File: src/design/tme_pkg.sv
// Shared constants, opcode codes and result type for the tape machine executor.
package tme_pkg;

	// Program store depth. Load addresses at or beyond it are dropped.
	localparam int PROG_DEPTH = 4096;
	// Tape depth in cells. Must be a power of two: pointer arithmetic wraps by truncation.
	localparam int TAPE_DEPTH = 32768;

	localparam int PA_W    = $clog2(PROG_DEPTH);
	localparam int PC_W    = $clog2(PROG_DEPTH + 1);
	localparam int CP_W    = $clog2(TAPE_DEPTH);
	localparam int LEN_W   = 13;
	localparam int ADDR_W  = 12;
	localparam int ARG_W   = 15;
	localparam int OPC_W   = 4;
	localparam int BYTE_W  = 8;
	localparam int INSTR_W = OPC_W + ARG_W;

	localparam logic CMD_LOAD = 1'b0;
	localparam logic CMD_STEP = 1'b1;

	typedef enum logic [OPC_W-1:0] {
		OP_NOP        = 4'd0,
		OP_ADD        = 4'd1,
		OP_SUB        = 4'd2,
		OP_SET        = 4'd3,
		OP_GOTO       = 4'd4,
		OP_RIGHT      = 4'd5,
		OP_LEFT       = 4'd6,
		OP_LOOP_START = 4'd7,
		OP_LOOP_END   = 4'd8,
		OP_WRITE      = 4'd9,
		OP_READ       = 4'd10
	} opcode_t;

	typedef struct packed {
		logic              out_valid;
		logic [BYTE_W-1:0] out_byte;
		logic              took_input;
		logic              halted;
		logic [LEN_W-1:0]  next_pc;
	} result_t;

endpackage

File: src/design/tme_out_buf.sv
// Two-entry result buffer: holds finished results while the receiver stalls.
module tme_out_buf (
	input  logic             clk,
	input  logic             arst_n,
	input  logic             push,
	input  tme_pkg::result_t push_data,
	input  logic             pop_ready,
	output logic             head_valid,
	output tme_pkg::result_t head_data,
	output logic             full
);
	import tme_pkg::*;

	logic    head_v_q;
	logic    skid_v_q;
	result_t head_q;
	result_t skid_q;
	logic    pop;

	assign pop        = head_v_q && pop_ready;
	assign head_valid = head_v_q;
	assign head_data  = head_q;
	assign full       = head_v_q && skid_v_q;

	always_ff @(posedge clk or negedge arst_n) begin
		if (!arst_n) begin
			head_v_q <= 1'b0;
			skid_v_q <= 1'b0;
		end else if (head_v_q && !pop) begin
			// Head held: park a new result behind it.
			if (push) begin
				skid_v_q <= 1'b1;
			end
		end else if (skid_v_q) begin
			// Advance skid into head, refill skid from the push side.
			head_v_q <= 1'b1;
			skid_v_q <= push;
		end else begin
			head_v_q <= push;
		end
	end

	always_ff @(posedge clk) begin
		if (head_v_q && !pop) begin
			if (push) begin
				skid_q <= push_data;
			end
		end else if (skid_v_q) begin
			head_q <= skid_q;
			skid_q <= push_data;
		end else begin
			head_q <= push_data;
		end
	end

endmodule

File: config.mk
export PLATFORM = sky130hd
export DESIGN_NAME = tme_out_buf
export DESIGN_NICKNAME = d
export VERILOG_FILES = /design/src/design/tme_pkg.sv /design/src/design/tme_out_buf.sv
export SDC_FILE = /design/constraint.sdc
export NUM_CORES = 1
export LEC_CHECK = 0
export BUFFER_PORTS_ARGS = -buffer_cell sky130_fd_sc_hd__buf_2
export CAP_MARGIN = 25
export CORE_MARGIN = 3
export CORE_UTILIZATION = 45
export DETAILED_ROUTE_END_ITERATION = 8
export PLACE_DENSITY = 0.79
export SYNTH_ARGS = -nofsm -noshare
export SYNTH_HDL_FRONTEND = slang
export SYNTH_SLANG_ARGS = --single-unit
File: constraint.sdc
create_clock -name clk -period 1.9 [get_ports clk]
set_input_delay 0.095 -clock clk [delete_from_list [all_inputs] [get_ports clk]]
set_output_delay 0.095 -clock clk [all_outputs]
set_load 0.03 [all_outputs]
After elaboration in Yosys (flattened, before gate mapping). Cells that the tools add are included.

Bits in registers: 50. Word-level logic and storage cells: 27. Output and inout port bits: 26.

Reductions and logical operators: 6. Muxes and demuxes: 8. Equality and inequality tests: 1.

Operators with widths (count): two-way mux 24 bit (4); two-way mux 1 bit (4); logical AND 1 bit (3); inequality test 2 bit, second input constant (1); AND reduction 2 bit (1); nonzero test 2 bit (1); zero test 1 bit (1).

Logic depth before layout (Yosys ltp). Gate-level depths: netlist of the first run.

Depth in word-level cells: 5. Gate-level depth with buffers: 3. Mapped depth without buffers: 2.

Worst setup path after synthesis of the first run. OpenSTA, ideal clock, no wires.

Path type: reg-to-reg. Start: register head_v_q (netlist: head_valid). End: register head_q (netlist bit head_data[0]) (enable). Stages on the path, launching flop included: 3. Path slack: 311 ps. Required time: 1521 ps. Arrival time: 1211 ps. Buffers on the path: 0. Cell sequence: dfrtp_1 -> and2b_1 -> inv_1.

Cells in the longest elaborated chain, start to end: 3.

RTL lines: start: declaration (RTL line tme_out_buf.sv:14) `logic head_v_q;`; start signal: assignment (RTL line tme_out_buf.sv:39) `head_v_q <= push;`; logical AND 1 bit (RTL line tme_out_buf.sv:20) `assign pop = head_v_q && pop_ready;`; zero test 1 bit (RTL line tme_out_buf.sv:44) `if (head_v_q && !pop) begin`; logical AND 1 bit (*) (RTL line tme_out_buf.sv:44); end signal: assignment (RTL line tme_out_buf.sv:49) `head_q <= skid_q;`; end signal: assignment (RTL line tme_out_buf.sv:52) `head_q <= push_data;`; end: declaration (RTL line tme_out_buf.sv:16) `result_t head_q;`.

Every way passes the cells marked *; elsewhere a longest branch is shown, timed or not. A chain may end at the register's enable or synchronous reset.

Worst setup path after layout of the first run.
Start: register skid_v_q. End: output port full.

Cells in the longest elaborated chain, start to end: 1.

RTL lines: start: declaration (RTL line tme_out_buf.sv:15) `logic skid_v_q;`; start signal: assignment (RTL line tme_out_buf.sv:37) `skid_v_q <= push;`; logical AND 1 bit (RTL line tme_out_buf.sv:23) `assign full = head_v_q && skid_v_q;`; end: declaration (RTL line tme_out_buf.sv:10) `output logic full`.

No other way between the ends.

==> impl_metrics.ini, run 1 <==
[power_and_ir_drop]
p_switching_mw = 0.653
sw_frac_of_total_pct = 26.0
power_frac_seq_pct = 55.4
p_int_mw = 1.86
p_comb_share_pct = 21.0
leakagePower_nw = 1.07
power.share.clock_pct = 23.7
power.density_nw_per_um2 = 959
peakVddDrop_v = 0.000477
total_power_mw = 2.52

[floorplan]
core_um2 = 4060
die_w_um = 71.4
ios = 54
die_area_um2 = 5100
start_util_pct = 47.4
rows = 23
die_y_um = 71.4

[place]
placed_area_um2 = 2280
dp_hpwl_um = 2300
io_buffers = 53
gp_congestion = 0.698

[cts]
clockRootBuffer = clkbuf_8
htreeDepth = 2
path_clk_slew_ns = 0.09
clock_latency_ns = 0.30
cts_tree = built
clock-sinks = 50
cts_made_buffers = 5
cts.repair.resized = 0
ctsLongestPathBuffers = 2

[final_layout]
fill_cells = 295
diodes = 0
fin_nets = 199
final_area_um2 = 2620
syn2layout_area_growth_pct = 36.3
seqCellArea_um2 = 1490
multi_input_area_um2 = 378
drive_above_1_share_pct = 54.7

[drt]
detail_route.first_pass.iterations = 3
drc = 0
vias = 1038
drt_iter0_drc = 71
wl_per_cell_um = 14.9
ant_nets = 0
vias_per_cell = 4.68
wl_um = 3310

[worst_setup_path]
worstSetupPathType = reg2out
timing.critical_path.from_type = flip-flop
r2r-start = head_valid
worstPathMaxFanout = 19
crit_arrival_ns = 1.28
required_ns = 1.80
r2r_end = skid_q[20]
regToRegSetupSlack_ns = 0.54
ff2ff_path_depth = 3
worst_setup_path_end_kind = output pin

[global_route]
grt_max_degree = 20
overflow = 0
grt_pass1_wl_um = 5420
grt_pass1_vias = 1155
grt_usage_pct = 14.4
antenna_found_initial = 0

[sta]
max_freq_mhz = 729
skew_ns = 0.00740
setup_violations = 0
setup_tns_ns = 0
drv_slew = 0
relSlewSlack_pct = 86.5
min_period_over_period_pct = 72.2
layout_min_cycle_time_ns = 1.37
rsz0062_at_grt = no
final_hold_viol_count = 0
tightest_slew_ns = 0.202

[hold_path]
hold_end = head_valid
hold_start = push
hold-path-cell-count = 2
hp-class = in2reg

[logic_synthesis]
synthCells = 83
ys_types = 11
yosys_most_used_dff = edfxtp_1
netlist_top_cells_count = 48 x edfxtp_1, 17 x mux2_4, 8 x mux2_2
synth_edf_count = 48
synth_area_leaders = edfxtp_1 75%, mux2_4 13%, mux2_2 4.7%, dfrtp_1 2.6%, buf_12 2.1%
yosysSeqAreaShare_pct = 77.5
synthArstFlopShare_pct = 4.00
syn_avg_cell_area_um2 = 23.2
syn_area_um2 = 1920
yosysWarnings = 0
yosysTopAreaCell = edfxtp_1
synth_top_area_share_pct = 74.9
synth.net_count = 111
post-synth-top-count-cell = edfxtp_1
ys_ff_latch = 50

[job]
maxCapViolCount = 0

[outcome]
status = complete, no violations
## flip-flops by register name, indices dropped and copies added (netlist names)
register and cells:
head_valid 1, skid_v_q 1, skid_q 24, head_data 24
## what timing repair did
item	CTS	global route
endpoints found under the setup margin	0	0
hold endpoints to repair	26	0
buffers inserted	0	0
hold buffers	25	0
## how the worst max path moves through the flow
stage                     from      endpoint  slack (ns)  cells after the start
floorplan           head_valid  head_data[0]        0.31                      2
global placement    head_valid     skid_q[0]        0.59                      3
detailed placement  head_valid     skid_q[9]        0.55                      3
CTS                   skid_v_q          full        0.52                      3
global route          skid_v_q          full        0.46                      3
finish                skid_v_q          full        0.53                      3
## layout make-up
type | instances | area share [%]
sequential | 50 | 56.8
timing repair buffer | 84 | 22.8
multi-input combinational | 29 | 14.4
clock buffer | 5 | 2.62
tap | 50 | 2.38
clock inverter | 3 | 0.811
inverter | 1 | 0.143
## logic make-up (layout without fill, tap and decap cells)
family	Yosys count	in the layout	synth area share, %
muxes	25	25	17.9
buffers and inverters	4	93	2.86
DFF	50	50	77.5
and+or+nand+nor	3	3	1.11
adders and majority gates	1	1	0.585
## through the flow
step | std cells | util, % | setup WS [ns] | hold slack, ns
floorplan | 83 | - | 0.311 | -0.201
global placement | 189 | 56.3 | 0.591 | -0.115
detailed placement | 189 | 56.3 | 0.555 | -0.109
CTS | 222 | 64.7 | 0.516 | 0.0295
global route | 222 | 64.7 | 0.463 | 0.0471
finish | 222 | 64.7 | 0.529 | 0.0413
## critical path: stages (launching register included)
cell     delay [ns]
dfrtp_1        0.42
buf_12         0.19
and2_2         0.17
buf_2          0.19
## layout by cell type, fill, tap and decap left out
cell and count:
mux2_2 8, buf_12 3, and2b_1 1, buf_4 3
edfxtp_1 48, clkbuf_8 5, clkinvlp_4 1, buf_2 53
and2_2 1, dfrtp_1 2, maj3_2 1, clkinv_4 1
or3_1 1, dlygate4sd3_1 25, mux2_4 17, clkinv_2 1
inv_1 1
## routing by layer
layer	wire, um	track usage [%]	vias up
li1	-	-	498
met1	1410	17.3	489
met2	1580	22.9	45
met3	260	6.31	6
met4	57	5.85	0
met5	0	0	-
## power groups by stage
stage / sequential, mW / clock [mW] / combinational [mW]
floorplan: 1.55 / 0 / 0.211
global placement: 1.41 / 0 / 0.483
detailed placement: 1.42 / 0 / 0.494
CTS: 1.40 / 0.623 / 0.535
global route: 1.41 / 0.676 / 0.561
finish: 1.39 / 0.596 / 0.527
Power figures use the tool's default switching activity.
==> inputs of run 2 (changes only) <==
- ABC_AREA: unset -> 1
- PLACE_DENSITY: 0.79 -> 0.8
- clock period: 1.9 -> 1.32 ns (I/O delays scaled with it)
==> impl_metrics.ini, run 2 <==
[final_layout]
syn2layout_area_growth_pct = 38.0
diodes = 0
drive_above_1_share_pct = 30.2
layout_common_cells = 76 x nand2_1, 53 x buf_2, 48 x edfxtp_1
instances_no_fill = 273
mostFrequentLayoutCell = nand2_1
fill_cells = 284
utilization_pct = 67.0
fin_nets = 252

[drt]
ant_nets = 0
vias = 1252
vias_per_cell = 4.59
wl_per_cell_um = 12.7
drt_iter0_drc = 123
drc = 0
detail_route.first_pass.iterations = 5
wl_um = 3460

[global_route]
grt_pass1_wl_um = 5650
overflow = 0
grt_usage_pct = 15.1
grt_pass1_vias = 1158
grt_max_degree = 25
antenna_found_initial = 0

[cts]
clock-sinks = 50
path_clk_slew_ns = 0.08
cts.repair.resized = 0
clockRootBuffer = clkbuf_8
htreeDepth = 2
cts_tree = built
cts_made_buffers = 5
ctsLongestPathBuffers = 2
clock_latency_ns = 0.30

[power_and_ir_drop]
power.density_nw_per_um2 = 1490
total_power_mw = 3.82
leakagePower_nw = 1.14
peakVddDrop_v = 0.00102

[worst_setup_path]
r2r-start = head_valid
crit_end = skid_q[14]
required_ns = 1.32
timing.critical_path.from_type = flip-flop
crit_arrival_ns = 1.23
worstSetupPathType = reg2reg
critPathLaunch = head_valid
regToRegSetupSlack_ns = 0.08
worst_setup_path_end_kind = flip-flop
worstPathMaxFanout = 24
r2r_end = skid_q[14]
ff2ff_path_depth = 3

[outcome]
status = complete, no violations

[sta]
setup_tns_ns = 0
skew_ns = 0.00438
setup_violations = 0
relSlewSlack_pct = 83.4
min_period_over_period_pct = 93.7
final_hold_viol_count = 0
drv_slew = 0
layout_min_cycle_time_ns = 1.24
max_freq_mhz = 808
rsz0062_at_grt = no
tightest_slew_ns = 0.249

[logic_synthesis]
synth_compound_area_share_pct = 0
yosysSeqAreaShare_pct = 80.3
synth_edf_count = 48
yosysTopAreaCell = edfxtp_1
synthCells = 140
synth_top_area_share_pct = 77.6
synth.net_count = 168
post-synth-top-count-cell = nand2_1
syn_avg_cell_area_um2 = 13.3
synth_area_leaders = edfxtp_1 78%, nand2_1 16%, dfrtp_1 2.7%, buf_6 1.8%, buf_4 0.40%
synth_xor_area_share_pct = 0
synthArstFlopShare_pct = 4.00
ys_ff_latch = 50
synthMuxAreaShare_pct = 0
yosys_most_used_dff = edfxtp_1
netlist_top_cells_count = 80 x nand2_1, 48 x edfxtp_1, 3 x buf_6
syn_area_um2 = 1860
synthAdderAreaFrac_pct = 0
synthSimpleGateAreaFrac_pct = 16.6
ys_types = 10
synth_top_family_by_area = simple AND/OR/NAND/NOR gates
yosysWarnings = 0

[floorplan]
start_util_pct = 48.6
die_area_um2 = 4940
die_w_um = 70.3
die_y_um = 70.3
core_um2 = 3830
ios = 54
rows = 22

[place]
dpl.cell_count = 239
gp_congestion = 0.723
io_buffers = 53

[job]
maxCapViolCount = 0

[hold_path]
hp-class = in2async
run 2: cell types whose count changed in the layout (fill, tap and decap cells not counted), moves of 2 or more:
cell,delta
buf_12,-3
clkbuf_1,+2
mux2_2,-8
mux2_4,-17
nand2_1,+76
nand2_2,+2
nand2_8,+2
run 2: power breakdown:
| part | internal (mW) | switching (mW) | total, mW |
|---|---|---|---|
| Clock | 0.567 | 0.463 | 1.03 |
| Combinational | 0.236 | 0.506 | 0.741 |
| Sequential | 1.99 | 0.0575 | 2.05 |
run 2: logic make-up after synthesis:
group	count (synthesis)
flip-flops	50
AND/OR/NAND/NOR	82
buffers and inverters	8
run 2: critical path, stage by stage, from the launching register on:
cell and delay (ns):
dfrtp_2 0.46, nand2_8 0.13, nand2_1 0.14, nand2_8 0.20
run 2: worst min-delay path by stage:
| stage | endpoint | slack [ns] | cells past startpoint |
|---|---|---|---|
| floorplan | head_valid | -0.23 | 0 |
| finish | head_valid | 0.08 | 2 |
| global route | skid_v_q | 0.08 | 2 |
| detailed placement | skid_v_q | -0.14 | 1 |
| CTS | skid_v_q | 0.07 | 2 |
| global placement | skid_v_q | -0.15 | 1 |
run 2: through the flow:
stage / worst slack (ns) / area (um^2) / hold WS (ns)
2_1_floorplan: 0.00151 / 1900 / -0.230
3_3_place_gp: 0.105 / 2200 / -0.148
3_5_place_dp: 0.0802 / 2200 / -0.142
4_1_cts: 0.0663 / 2560 / 0.0691
5_1_grt: 0.0246 / 2560 / 0.0837
6_report: 0.0827 / 2560 / 0.0763
run 2: layout make-up:
type,count,area [um^2],share of cell area [%]
Clock buffer,7,76.3,2.98
Clock inverter,1,30.0,1.17
Inverter,3,11.3,0.439
Multi-Input combinational cell,82,347,13.5
Sequential cell,50,1490,58.2
Tap cell,48,60.1,2.34
Timing Repair Buffer,82,548,21.4
run 2: per-layer routing:
metal | up-vias | routed length (um) | global-route usage [%]
met3 | 9 | 267 | 4.75
met4 | 0 | 48 | 4.47
met5 | - | 0 | 0
met2 | 65 | 1640 | 23.7
met1 | 547 | 1500 | 20.1
li1 | 631 | - | -
run 2: timing repair:
action,4_1_cts,5_1_grt
hold endpoints to repair,27,0
hold buffers,26,0
endpoints found under the setup margin,0,0
setup buffers,0,0
==> inputs of run 3 (changes only) <==
- CELL_PAD_IN_SITES_DETAIL_PLACEMENT: unset -> 0
- CELL_PAD_IN_SITES_GLOBAL_PLACEMENT: unset -> 1
- CORE_UTILIZATION: 45 -> 40
- PLACE_DENSITY: 0.8 -> 0.87
==> impl_metrics.ini, run 3 (synthesis results as in run 2) <==
[place]
dpl.cell_count = 244
dp_hpwl_um = 2200
placed_area_um2 = 2210
gp_congestion = 0.673
io_buffers = 53

[cts]
htreeDepth = 2
cts_made_buffers = 5
clock_latency_ns = 0.30
clockRootBuffer = clkbuf_8
clock-sinks = 50
path_clk_slew_ns = 0.08
ctsLongestPathBuffers = 2
cts_tree = built

[power_and_ir_drop]
sw_frac_of_total_pct = 28.5
p_int_mw = 2.60
total_power_mw = 3.63
peakVddDrop_v = 0.000807
power.share.clock_pct = 23.0
power.density_nw_per_um2 = 1420
p_comb_share_pct = 20.8
p_switching_mw = 1.03
leakagePower_nw = 1.14
power_frac_seq_pct = 56.1

[final_layout]
final_area_um2 = 2560
layout_common_cells = 76 x nand2_1, 53 x buf_2, 48 x edfxtp_1
instances_no_fill = 279
diodes = 0
seqCellArea_um2 = 1490
mostFrequentLayoutCell = nand2_1
syn2layout_area_growth_pct = 38.0
drive_above_1_share_pct = 31.3
multi_input_area_um2 = 347
fin_nets = 254
fill_cells = 359

[worst_setup_path]
worst_setup_path_end_kind = flip-flop
path_cells = nand2_8 -> nand2_1 -> nand2_8
crit_arrival_ns = 1.23
worstPathMaxFanout = 24
critPathMostFrequentCell = nand2_8
timing.critical_path.from_type = flip-flop
max_stage_delay_ns = 0.46
worstSetupPathType = reg2reg
required_ns = 1.32
cpMaxStageDelayCell = dfrtp_2

[outcome]
status = complete, no violations

[sta]
skew_ns = 0.00475
setup_violations = 0
tightest_slew_ns = 0.239
max_freq_mhz = 807
drv_slew = 0
relSlewSlack_pct = 84.1
layout_min_cycle_time_ns = 1.24
setup_tns_ns = 0
rsz0062_at_grt = no
min_period_over_period_pct = 93.9
final_hold_viol_count = 0

[floorplan]
start_util_pct = 42.1
core_um2 = 4410
die_w_um = 74.2
rows = 24
ios = 54
die_area_um2 = 5500
die_y_um = 74.2

[drt]
vias_per_cell = 4.29
drt_iter0_drc = 103
ant_nets = 0
drc = 0
detail_route.first_pass.iterations = 4
wl_per_cell_um = 12.1
vias = 1197
wl_um = 3380

[global_route]
antenna_found_initial = 0
grt_pass1_wl_um = 5320
grt_max_degree = 25
overflow = 0
grt_usage_pct = 13.4
grt_pass1_vias = 1152

[hold_path]
hp-class = in2async

[job]
maxCapViolCount = 0
## run 3: changes by cell type in the layout (fill, tap and decap cells not counted)
| cell | change |
|---|---|
| clkinvlp_4 | +1 |
| clkinv_1 | +1 |
| buf_4 | +2 |
| bufinv_16 | -1 |
| clkbuf_1 | -2 |
| clkinv_2 | +1 |
## run 3: layout make-up
class	count	area share [%]
Multi-Input combinational cell	82	13.5
Clock buffer	5	2.68
Sequential cell	50	58.2
Timing Repair Buffer	84	22.0
Inverter	3	0.439
Clock inverter	3	0.634
Tap cell	52	2.54
## run 3: worst max-delay path, delay by kind of cell (launching register included)
| kind | cells | cell delay, ns |
|---|---|---|
| DFF | 1 | 0.46 |
| and+or+nand+nor | 3 | 0.47 |
## run 3: what timing repair did
item	4_1_cts	5_1_grt
hold buffers	26	0
buffers inserted	0	1
endpoints found under the hold margin	27	0
setup endpoints to repair	0	1
resized for setup	0	0
## run 3: worst paths after layout
kind	startpoint	end	slack (ns)	cells after the start
setup / recovery	head_valid	skid_q[14]	0.08	3
hold / removal	arst_n	head_valid	0.08	2
setup reg to reg	head_valid	skid_q[14]	0.08	3
hold reg to reg	skid_q[21]	head_data[21]	0.52	2
max in group asynchronous	arst_n	head_valid	1.13	2
min in group clk	pop_ready	skid_v_q	0.10	4
## run 3: power groups by stage
stage | clock (mW) | combinational, mW | sequential, mW
floorplan | 0 | 0.273 | 2.30
global placement | 0 | 0.682 | 2.07
detailed placement | 0 | 0.698 | 2.07
CTS | 0.868 | 0.757 | 2.04
global route | 0.938 | 0.833 | 2.06
finish | 0.836 | 0.757 | 2.04
## run 3: metal layers
layer  routed length, um  track usage [%]  up-vias
met5                   0                0        -
met4                  47             4.83        0
li1                    -                -      634
met3                 250             4.73        5
met2                1530             20.9       44
met1                1550             17.3      514
## run 3: metrics by stage
stage	util, %	hold slack, ns	worst slack (ns)
2_1_floorplan	-	-0.230	0.00151
3_3_place_gp	50.1	-0.143	0.105
3_5_place_dp	50.1	-0.140	0.0835
4_1_cts	57.9	0.0813	0.0280
5_1_grt	58.1	0.0701	0.00886
6_report	58.1	0.0817	0.0808
